### config.mk
export PLATFORM = sky130hd
export DESIGN_NAME = array_duplicate_remover
export DESIGN_NICKNAME = d
export VERILOG_FILES = /design/src/rtl/adr_pkg.sv /design/src/rtl/adr_cell.sv /design/src/rtl/array_duplicate_remover.sv
export SDC_FILE = /design/constraint.sdc
export NUM_CORES = 2
export LEC_CHECK = 0
export BUFFER_PORTS_ARGS = -buffer_cell sky130_fd_sc_hd__buf_4
export CAP_MARGIN = 20
export CORE_ASPECT_RATIO = 0.5
export CORE_MARGIN = 8
export CORE_UTILIZATION = 42
export DETAILED_ROUTE_END_ITERATION = 7
export HOLD_SLACK_MARGIN = 0.08
export PLACE_DENSITY = 0.57
export RECOVER_POWER = 50
export SYNTH_ARGS = -nofsm -noshare
export SYNTH_HDL_FRONTEND = slang
export SYNTH_SLANG_ARGS = --single-unit
### constraint.sdc
create_clock -name clk -period 4.9 [get_ports clk]
set_clock_uncertainty 0.1 [all_clocks]
set_input_delay 0.245 -clock clk [delete_from_list [all_inputs] [get_ports clk]]
set_output_delay 0.245 -clock clk [all_outputs]
set_load 0.03 [all_outputs]
### src/rtl/adr_pkg.sv
package adr_pkg;

    localparam int CAPACITY_DEF = 32;
    localparam int VALUE_W      = 32;
    localparam int COUNT_W      = 6;

    typedef struct packed {
        logic signed [VALUE_W-1:0] item_value;
        logic                      item_last;
    } item_t;

    typedef struct packed {
        logic signed [VALUE_W-1:0] out_value;
        logic                      out_last;
        logic [COUNT_W-1:0]        distinct_count;
        logic                      overflow;
    } result_t;

    // Broadcast controls to every cell in the chain
    typedef struct packed {
        logic append;   // store key in the first free cell
        logic shift;    // move every cell one place toward the head
    } cell_ctrl_t;

endpackage

### src/rtl/adr_cell.sv
module adr_cell (
    input  logic                                clk,
    input  logic                                rst_n,
    input  adr_pkg::cell_ctrl_t                 ctrl,
    input  logic signed [adr_pkg::VALUE_W-1:0]  key,
    input  logic                                prev_valid,
    input  logic signed [adr_pkg::VALUE_W-1:0]  next_value,
    input  logic                                next_valid,
    output logic signed [adr_pkg::VALUE_W-1:0]  value,
    output logic                                valid,
    output logic                                match
);

    logic signed [adr_pkg::VALUE_W-1:0] value_reg;
    logic signed [adr_pkg::VALUE_W-1:0] value_next;
    logic                               valid_reg;
    logic                               valid_next;
    logic                               take_key;

    // cells fill in order, so the first free cell follows a used one
    assign take_key = ctrl.append && prev_valid && !valid_reg;

    always_comb
    begin
        value_next = value_reg;
        valid_next = valid_reg;
        if (ctrl.shift)
        begin
            value_next = next_value;
            valid_next = next_valid;
        end
        else if (take_key)
        begin
            value_next = key;
            valid_next = 1'b1;
        end
    end

    always_ff @(posedge clk or negedge rst_n)
    begin
        if (!rst_n)
        begin
            valid_reg <= 1'b0;
        end
        else
        begin
            valid_reg <= valid_next;
        end
    end

    always_ff @(posedge clk)
    begin
        value_reg <= value_next;
    end

    assign value = value_reg;
    assign valid = valid_reg;
    assign match = valid_reg && (value_reg == key);

endmodule

### src/rtl/array_duplicate_remover.sv
// Loading: one element beat per cycle, each compared against all cells at once.
// Emit: after the marked element, CAPACITY-long chain shifts out one value per cycle
// while the output is not stalled; the run emits distinct_count values.
// Input stalls during emit; the next array may start once the last value is in the
// output register. Reset (rst_n, async, active low) empties all cells and clears flags.
module array_duplicate_remover #(
    parameter int CAPACITY = adr_pkg::CAPACITY_DEF
) (
    input  logic             clk,
    input  logic             rst_n,
    input  logic             item_valid,
    output logic             item_stall,
    input  adr_pkg::item_t   item,
    output logic             result_valid,
    input  logic             result_stall,
    output adr_pkg::result_t result
);

    localparam int CW = $clog2(CAPACITY + 1);

    typedef enum logic {ST_LOAD, ST_EMIT} state_t;

    state_t                              state_reg;
    logic [CW-1:0]                       kept_count_reg;
    logic                                overflow_reg;
    logic                                result_valid_reg;
    adr_pkg::result_t                    result_reg;

    adr_pkg::cell_ctrl_t                 ctrl;
    logic signed [adr_pkg::VALUE_W-1:0]  cell_value [CAPACITY];
    logic [CAPACITY-1:0]                 cell_valid;
    logic [CAPACITY-1:0]                 cell_match;
    logic                                accept;
    logic                                hit;
    logic                                full;
    logic                                head_last;
    logic [CW+adr_pkg::COUNT_W-1:0]      count_ext;

    assign item_stall = (state_reg != ST_LOAD);
    assign accept     = item_valid && !item_stall;
    assign hit        = |cell_match;
    assign full       = cell_valid[CAPACITY-1];
    assign head_last  = !cell_valid[1];
    assign count_ext  = {{adr_pkg::COUNT_W{1'b0}}, kept_count_reg};

    always_comb
    begin
        ctrl.append = accept && !hit && !full;
        ctrl.shift  = (state_reg == ST_EMIT) && (!result_valid_reg || !result_stall);
    end

    genvar g;
    generate
        for (g = 0; g < CAPACITY; g++)
        begin : g_cell
            logic                               prev_v;
            logic signed [adr_pkg::VALUE_W-1:0] nxt_value;
            logic                               nxt_valid;

            if (g == 0)
            begin : g_head
                assign prev_v = 1'b1;
            end
            else
            begin : g_body
                assign prev_v = cell_valid[g-1];
            end

            if (g == CAPACITY - 1)
            begin : g_tail
                assign nxt_value = '0;
                assign nxt_valid = 1'b0;
            end
            else
            begin : g_link
                assign nxt_value = cell_value[g+1];
                assign nxt_valid = cell_valid[g+1];
            end

            adr_cell u_cell (
                .clk        (clk),
                .rst_n      (rst_n),
                .ctrl       (ctrl),
                .key        (item.item_value),
                .prev_valid (prev_v),
                .next_value (nxt_value),
                .next_valid (nxt_valid),
                .value      (cell_value[g]),
                .valid      (cell_valid[g]),
                .match      (cell_match[g])
            );
        end
    endgenerate

    always_ff @(posedge clk or negedge rst_n)
    begin
        if (!rst_n)
        begin
            state_reg        <= ST_LOAD;
            kept_count_reg   <= '0;
            overflow_reg     <= 1'b0;
            result_valid_reg <= 1'b0;
        end
        else
        begin
            if (result_valid_reg && !result_stall)
            begin
                result_valid_reg <= 1'b0;
            end
            unique case (state_reg)
                ST_LOAD:
                begin
                    if (accept)
                    begin
                        if (ctrl.append)
                        begin
                            kept_count_reg <= kept_count_reg + CW'(1);
                        end
                        if (!hit && full)
                        begin
                            overflow_reg <= 1'b1;
                        end
                        if (item.item_last)
                        begin
                            state_reg <= ST_EMIT;
                        end
                    end
                end
                ST_EMIT:
                begin
                    if (ctrl.shift)
                    begin
                        result_valid_reg <= 1'b1;
                        if (head_last)
                        begin
                            state_reg      <= ST_LOAD;
                            kept_count_reg <= '0;
                            overflow_reg   <= 1'b0;
                        end
                    end
                end
                default:
                begin
                    state_reg <= ST_LOAD;
                end
            endcase
        end
    end

    // payload of the output beat, loaded as the head cell shifts out
    always_ff @(posedge clk)
    begin
        if (ctrl.shift)
        begin
            result_reg.out_value      <= cell_value[0];
            result_reg.out_last       <= head_last;
            result_reg.distinct_count <= count_ext[adr_pkg::COUNT_W-1:0];
            result_reg.overflow       <= overflow_reg;
        end
    end

    assign result_valid = result_valid_reg;
    assign result       = result_reg;

endmodule
======== Word-level counts from Yosys, hierarchy flattened ========
Cells that the tools add are included.
storage, ports and cells
  flip-flop bits (word level) ............. 1105
  latch bits .............................. 0
  bits in writable memories ............... 0
  memory bits (read-only) ................. 0
  logic and storage cells ................. 428
  memories ................................ 0
operators by class
  $add $sub $neg .......................... 1
  multipliers ............................. 0
  divide/modulo/power cells ............... 0
  order comparisons ....................... 0
  eq/ne operators ......................... 37
  shift-type cells ........................ 0
  mux-type cells .......................... 144
  bitwise operators ....................... 1
  reduce and logical (&&, ||, !) cells .... 173
operators by type and width
  cell                                                             count
  32-bit 2-to-1 mux                                                62
  32-bit == test                                                   32
  1-bit logical AND                                                101
  1-bit 2-to-1 mux                                                 75
  2-bit nonzero test                                               32
  1-bit zero test                                                  36
  32-bit OR reduction                                              1
  6-bit 2-to-1 mux                                                 4
  6-bit case mux with 2 select lines                               1
  4-bit AND reduction                                              2
  6-bit by 1-bit adder with 6-bit output, second input constant    1
  2-bit != test, second input constant                             3
  2-bit by 1-bit != test with 1-bit output, second input constant  2
  1-bit case mux with 2 select lines                               2
  1-bit logical OR                                                 1
  1-bit NOT                                                        1

======== Longest topological paths before layout ========
  word-level depth ........................ 10
  depth in mapped cells ................... 15
  gate-level depth less buffers ........... 9

======== By module ========
A second synthesis with hierarchy kept.
second synthesis, totals
  cells, all modules ...................... 3842
  area total of the unflattened synthesis .. 57597.7 um^2
by module, submodules not included
  module                   times used  cells each  area each (um^2)  seq. area each (um^2)
  adr_cell                 32          117         1745.4            985.9
  array_duplicate_remover  1           98          1744.2            1426.4

======== Worst setup path before layout ========
OpenSTA, ideal clock, no wires.
  path type ............................... input to register
  start point ............................. input item[13] in the netlist's numbering
  end point ............................... register g_cell[10].u_cell.value_reg (netlist bit g_cell[10].u_cell.value[0]) (enable)
  library setup time ...................... 0.466 ns
  arrival ................................. 4.631 ns
  data required time ...................... 4.334 ns
  path slack .............................. -0.297 ns
  stages .................................. 12
  path buffers ............................ 3
  cell sequence ........................... buf_4 -> buf_12 -> xor2_1 -> nor3_1 -> nand3_1 -> nor3_1 -> or4_4 -> nor4_4 -> nand4_2 -> clkbuf_1 -> or2_2 -> o21ai_0
on the way
  cells in the longest elaborated chain, start to end .. 9
  elaborated cells between the ends (all ways) .. 71
  classes of those cells .................. eq/ne (32); reduce/logical (39)
ends and longest elaborated chain
  what                                   line                           source
  from (decl)                            array_duplicate_remover.sv:13  input adr_pkg::item_t item,
  32-bit == test                         adr_cell.sv:58                 assign match = valid_reg && (value_reg == key);
  1-bit logical AND                      adr_cell.sv:58
  32-bit OR reduction *                  array_duplicate_remover.sv:41  assign hit = |cell_match;
  1-bit zero test *                      array_duplicate_remover.sv:48  ctrl.append = accept && !hit && !full;
  1-bit logical AND * (2 in series)      array_duplicate_remover.sv:48
  1-bit logical AND * (2 in series)      adr_cell.sv:21                 assign take_key = ctrl.append && prev_valid && !valid_reg;
  2-bit nonzero test (no source line) *  n/a
  to (signal assigned)                   adr_cell.sv:53                 value_reg <= value_next;
  to (decl)                              adr_cell.sv:14                 logic signed [adr_pkg::VALUE_W-1:0] value_reg;
Mark *: on every way between the ends. The rest lies on a longest branch, timed or not.
A chain may end at the register's enable or synchronous reset.

======== Worst setup path after layout ========
  start point ............................. input item[30] in the netlist's numbering
  end point ............................... register g_cell[27].u_cell.value_reg (netlist bit g_cell[27].u_cell.value[0]) (enable)
on the way
  cells in the longest elaborated chain, start to end .. 9
  elaborated cells between the ends (all ways) .. 71
  classes of those cells .................. eq/ne (32); reduce/logical (39)
ends and longest elaborated chain
  what                                   line
  32-bit == test                         adr_cell.sv:58
  1-bit logical AND                      adr_cell.sv:58
  32-bit OR reduction *                  array_duplicate_remover.sv:41
  1-bit zero test *                      array_duplicate_remover.sv:48
  1-bit logical AND * (2 in series)      array_duplicate_remover.sv:48
  1-bit logical AND * (2 in series)      adr_cell.sv:21
  2-bit nonzero test (no source line) *  n/a
  to (signal assigned)                   adr_cell.sv:53
  to (decl)                              adr_cell.sv:14
Marked as above.

==> summary.txt <==
Slew @ Worst Pin = 3391 ps
Final period utilization = 95.99%
First-pass GRT wire length = 299.9 mm
Post-detail-place hpwl = 144.6 mm
Yosys cell types = 47
Largest net degree at the start of global routing = 175
Number of max-cap violations = 3
CORE AREA = 129300 sq um
Arr. time, crit path = 4960 ps
Die Y = 271.7 um
Adder-cell share of the synthesized area = 0.02278%
Worst min-delay path endpoint = g_cell[31].u_cell.value[19]
Root Driver = clkbuf_16
Largest family of logic cells by synthesized area = simple AND/OR/NAND/NOR gates
Hold depth = 4
Overflow after GRT = 0
Synth warn = 0
Synth Area in Simple Gates = 19.41%
RSZ-0062 raised after global routing = no
Initial DRC count = 7143
Post-route DRC = 0
Run status = complete, but fails checks
Worst Min Path Start = item[20]
Post-synthesis sequential area ratio = 59.45%
Worst-path clk slew = 70 ps
CP Class = in -> reg
Critical path capture point type = flip-flop
Synth top area share = 56.41%
Count leader, synth = nand2_1
Initial antenna violation count = 5
Int Power = 26760 uW
Slew HR = -126.1%
Synth Area in Compound Gates = 0.6378%
Routed len/inst = 30.75 um
Clock buffer depth = 3
Crit path max-delay cell type = o21ai_4
Psw = 18390 uW
Async SR Flop Fraction = 3.710%
Area delta synth->final = 12.55%
Fmax = 212.6 MHz
WP data required = 5160 ps
Nets = 5242
Vias in the first global route = 38740
# H-tree levels = 3
Boundary Pins = 79
Logic pwr share = 32.6%
Min Clock Period, post-route = 4704 ps
Post-CTS Setup Bufs = 0
Worst slack at placement = 162.9 ps
Setup TNS Final = 0 ps
Gpl congestion = 0.9592
TritonCTS clock tree = built
Filler Cells Inserted = 11840
CP delay by family, top = simple AND/OR/NAND/NOR gates
Syn avg cell area = 10.64 sq um
Layout Cells excl Fill = 7054
Pre-antenna DRT Iters = 5
Worst reg2reg path depth = 7
Share of layout cells above drive strength 1 = 9.515%
Buffers on Ports = 78
XOR/XNOR Fraction of Synth Area = 16.23%
Final WL = 216.9 mm
Hold/Removal Path Class = in -> reg
Die area = 143300 sq um
Crit-path max FO = 32
Critical path launch point type = input port
Post-synthesis mux area share = 0.5831%
Reg-to-Reg Start = item_stall
Number of flip-flops in the largest register = 1024
Critical path, cell by cell = dlygate4sd3_1 -> buf_4 -> buf_4 -> xor2_1 -> nor4_1 -> nand4_1 -> or4_1 -> nand4_1 -> nor4_4 -> nand4_2 -> buf_4 -> or2_2 -> o21ai_4
# diodes = 0
Hold WS = 146.2 ps
Commonest cells in the netlist = nand2_1 (2116), edfxtp_1 (1032), xor2_1 (664), xnor2_1 (354), clkbuf_1 (190)
Vias = 40860
Max Transition Viols Final = 116
Worst-Skew Late Latency = 740 ps
Clock power share = 20.2%
Max rail drop VDD = 445.8 uV
Final worst setup slack = 196.4 ps
Post-Syn Area = 54930 sq um
Post-layout power = 45150 uW
Mapped Nets = 5199
Leakage = 0.02485 uW
Pwr/cell area = 730.3 nW/um^2
Via-to-Cell Ratio = 5.792
Buffer and inverter count on the worst path = 4
Starting Density = 42.49%
R2R setup slack = 220 ps
Failing checks = capacitance limit, slew limit
#FFs+latches synth = 1105
Most used cell, CP = buf_4
Total GRT Usage = 29.28%
Hold Fails Final Rpt = 0
Row cnt = 93
Yosys top cell by area = edfxtp_1
Reg-to-Reg End = g_cell[1].u_cell.value[25]
Post-Syn Instances = 5161
Antenna Nets Post-Route = 0
Post-Place Cells = 6843
Slowest Stage Delay on Critical Path = 810 ps
Total CTS buffers = 108
CTS Sinks = 1105
Prevailing post-synth register cell = edfxtp_1
Die X = 527.5 um
Number of flops mapped to enable cells by yosys = 1032
Area contributors post-synth = edfxtp_1 (56%), nand2_1 (14%), xor2_1 (11%)
Reg power frac = 47.2%
Net switching fraction of the power = 40.73%
Setup violators final = 0
[layout by cell type (no fill, tap or decap), types with 4 or more instances in the layout]
cell and count:
nand2_4 13, and3_1 4, xnor2_1 354, buf_4 185
or2_2 32, clkbuf_2 4, edfxtp_1 1032, o21ai_2 29
clkbuf_1 65, buf_6 4, buf_12 45, dfxtp_1 32
nand3_1 84, nor3_1 38, clkbuf_16 111, clkinv_2 16
nor2_1 10, nand2_2 18, bufinv_16 18, nor4_1 162
clkinvlp_4 8, mux2i_1 32, o21ai_0 7, nand2_1 2085
or3_1 8, or4_1 7, dfrtp_1 41, dlygate4sd3_1 7
clkbuf_8 10, clkinv_1 17, inv_1 14, nand4_1 104
xor2_1 664
[cell families after synthesis]
group                      after synthesis
adders and majority gates                1
AOI/OAI and AO/OA                       59
buffers and inverters                  373
muxes                                   32
and+or+nand+nor                       2573
xor gates and xnor gates              1018
DFF                                   1105
[power by group through the flow]
stage	clock network, uW	logic (uW)	registers (uW)
final	9110	14700	21300
after global routing	9480	15700	21600
after CTS	9110	14500	21100
after detailed placement	0	14500	21200
after global placement	0	14300	21300
after floorplan	0	9050	19800
[layout make-up]
class                      instances  area (sq um)  area share [%]
timing repair buffer             292          2603           4.209
tap                             1757          2198           3.556
sequential                      1105         32660           52.82
inverter                          14         52.55         0.08499
multi-input combinational       3683         20540           33.22
clock inverter                    63         794.5           1.285
clock buffer                     140          2987           4.831
[through the flow]
step | instance area, sq um | utilization, %
2_1_floorplan | 54930 | -
3_3_place_gp | 58190 | 45.02
3_5_place_dp | 58200 | 45.02
4_1_cts | 62080 | 48.02
5_1_grt | 61830 | 47.83
6_report | 61830 | 47.83
[worst reg2reg max path, cell delays in order, from the launching register on]
cell	delay, ps
dfrtp_1	500
nand2_4	570
clkbuf_1	450
inv_1	1370
buf_12	480
clkbuf_2	740
nand2_1	170
nand2_1	110
[repair_timing]
item                                   CTS  global route
endpoints found under the hold margin   45             0
hold buffers                             8             0
gates resized for setup                  0             0
[worst max-delay path by stage]
| stage | start | slack, ps | end | cells after the start |
|---|---|---|---|---|
| 2_1_floorplan | item[13] | 560 | g_cell[22].u_cell.value[0] | 12 |
| 3_3_place_gp | item[30] | 160 | g_cell[27].u_cell.value[25] | 12 |
| 3_5_place_dp | item[30] | 160 | g_cell[27].u_cell.value[4] | 12 |
| 4_1_cts | item[30] | 380 | g_cell[27].u_cell.value[13] | 13 |
| 5_1_grt | item_stall | 80 | g_cell[1].u_cell.value[26] | 7 |
| 6_report | item[30] | 200 | g_cell[27].u_cell.value[0] | 13 |
[layer usage]
| layer | part of all wire (%) | global-route usage, % | vias to the layer above |
|---|---|---|---|
| li1 | - | - | 17240 |
| met1 | 42 | 43.80 | 20180 |
| met2 | 39 | 39.69 | 3032 |
| met3 | 15 | 9.704 | 412 |
| met4 | 3.6 | 8.948 | 4 |
| met5 | 0.029 | 0 | - |
Power figures use the tool's default switching activity.
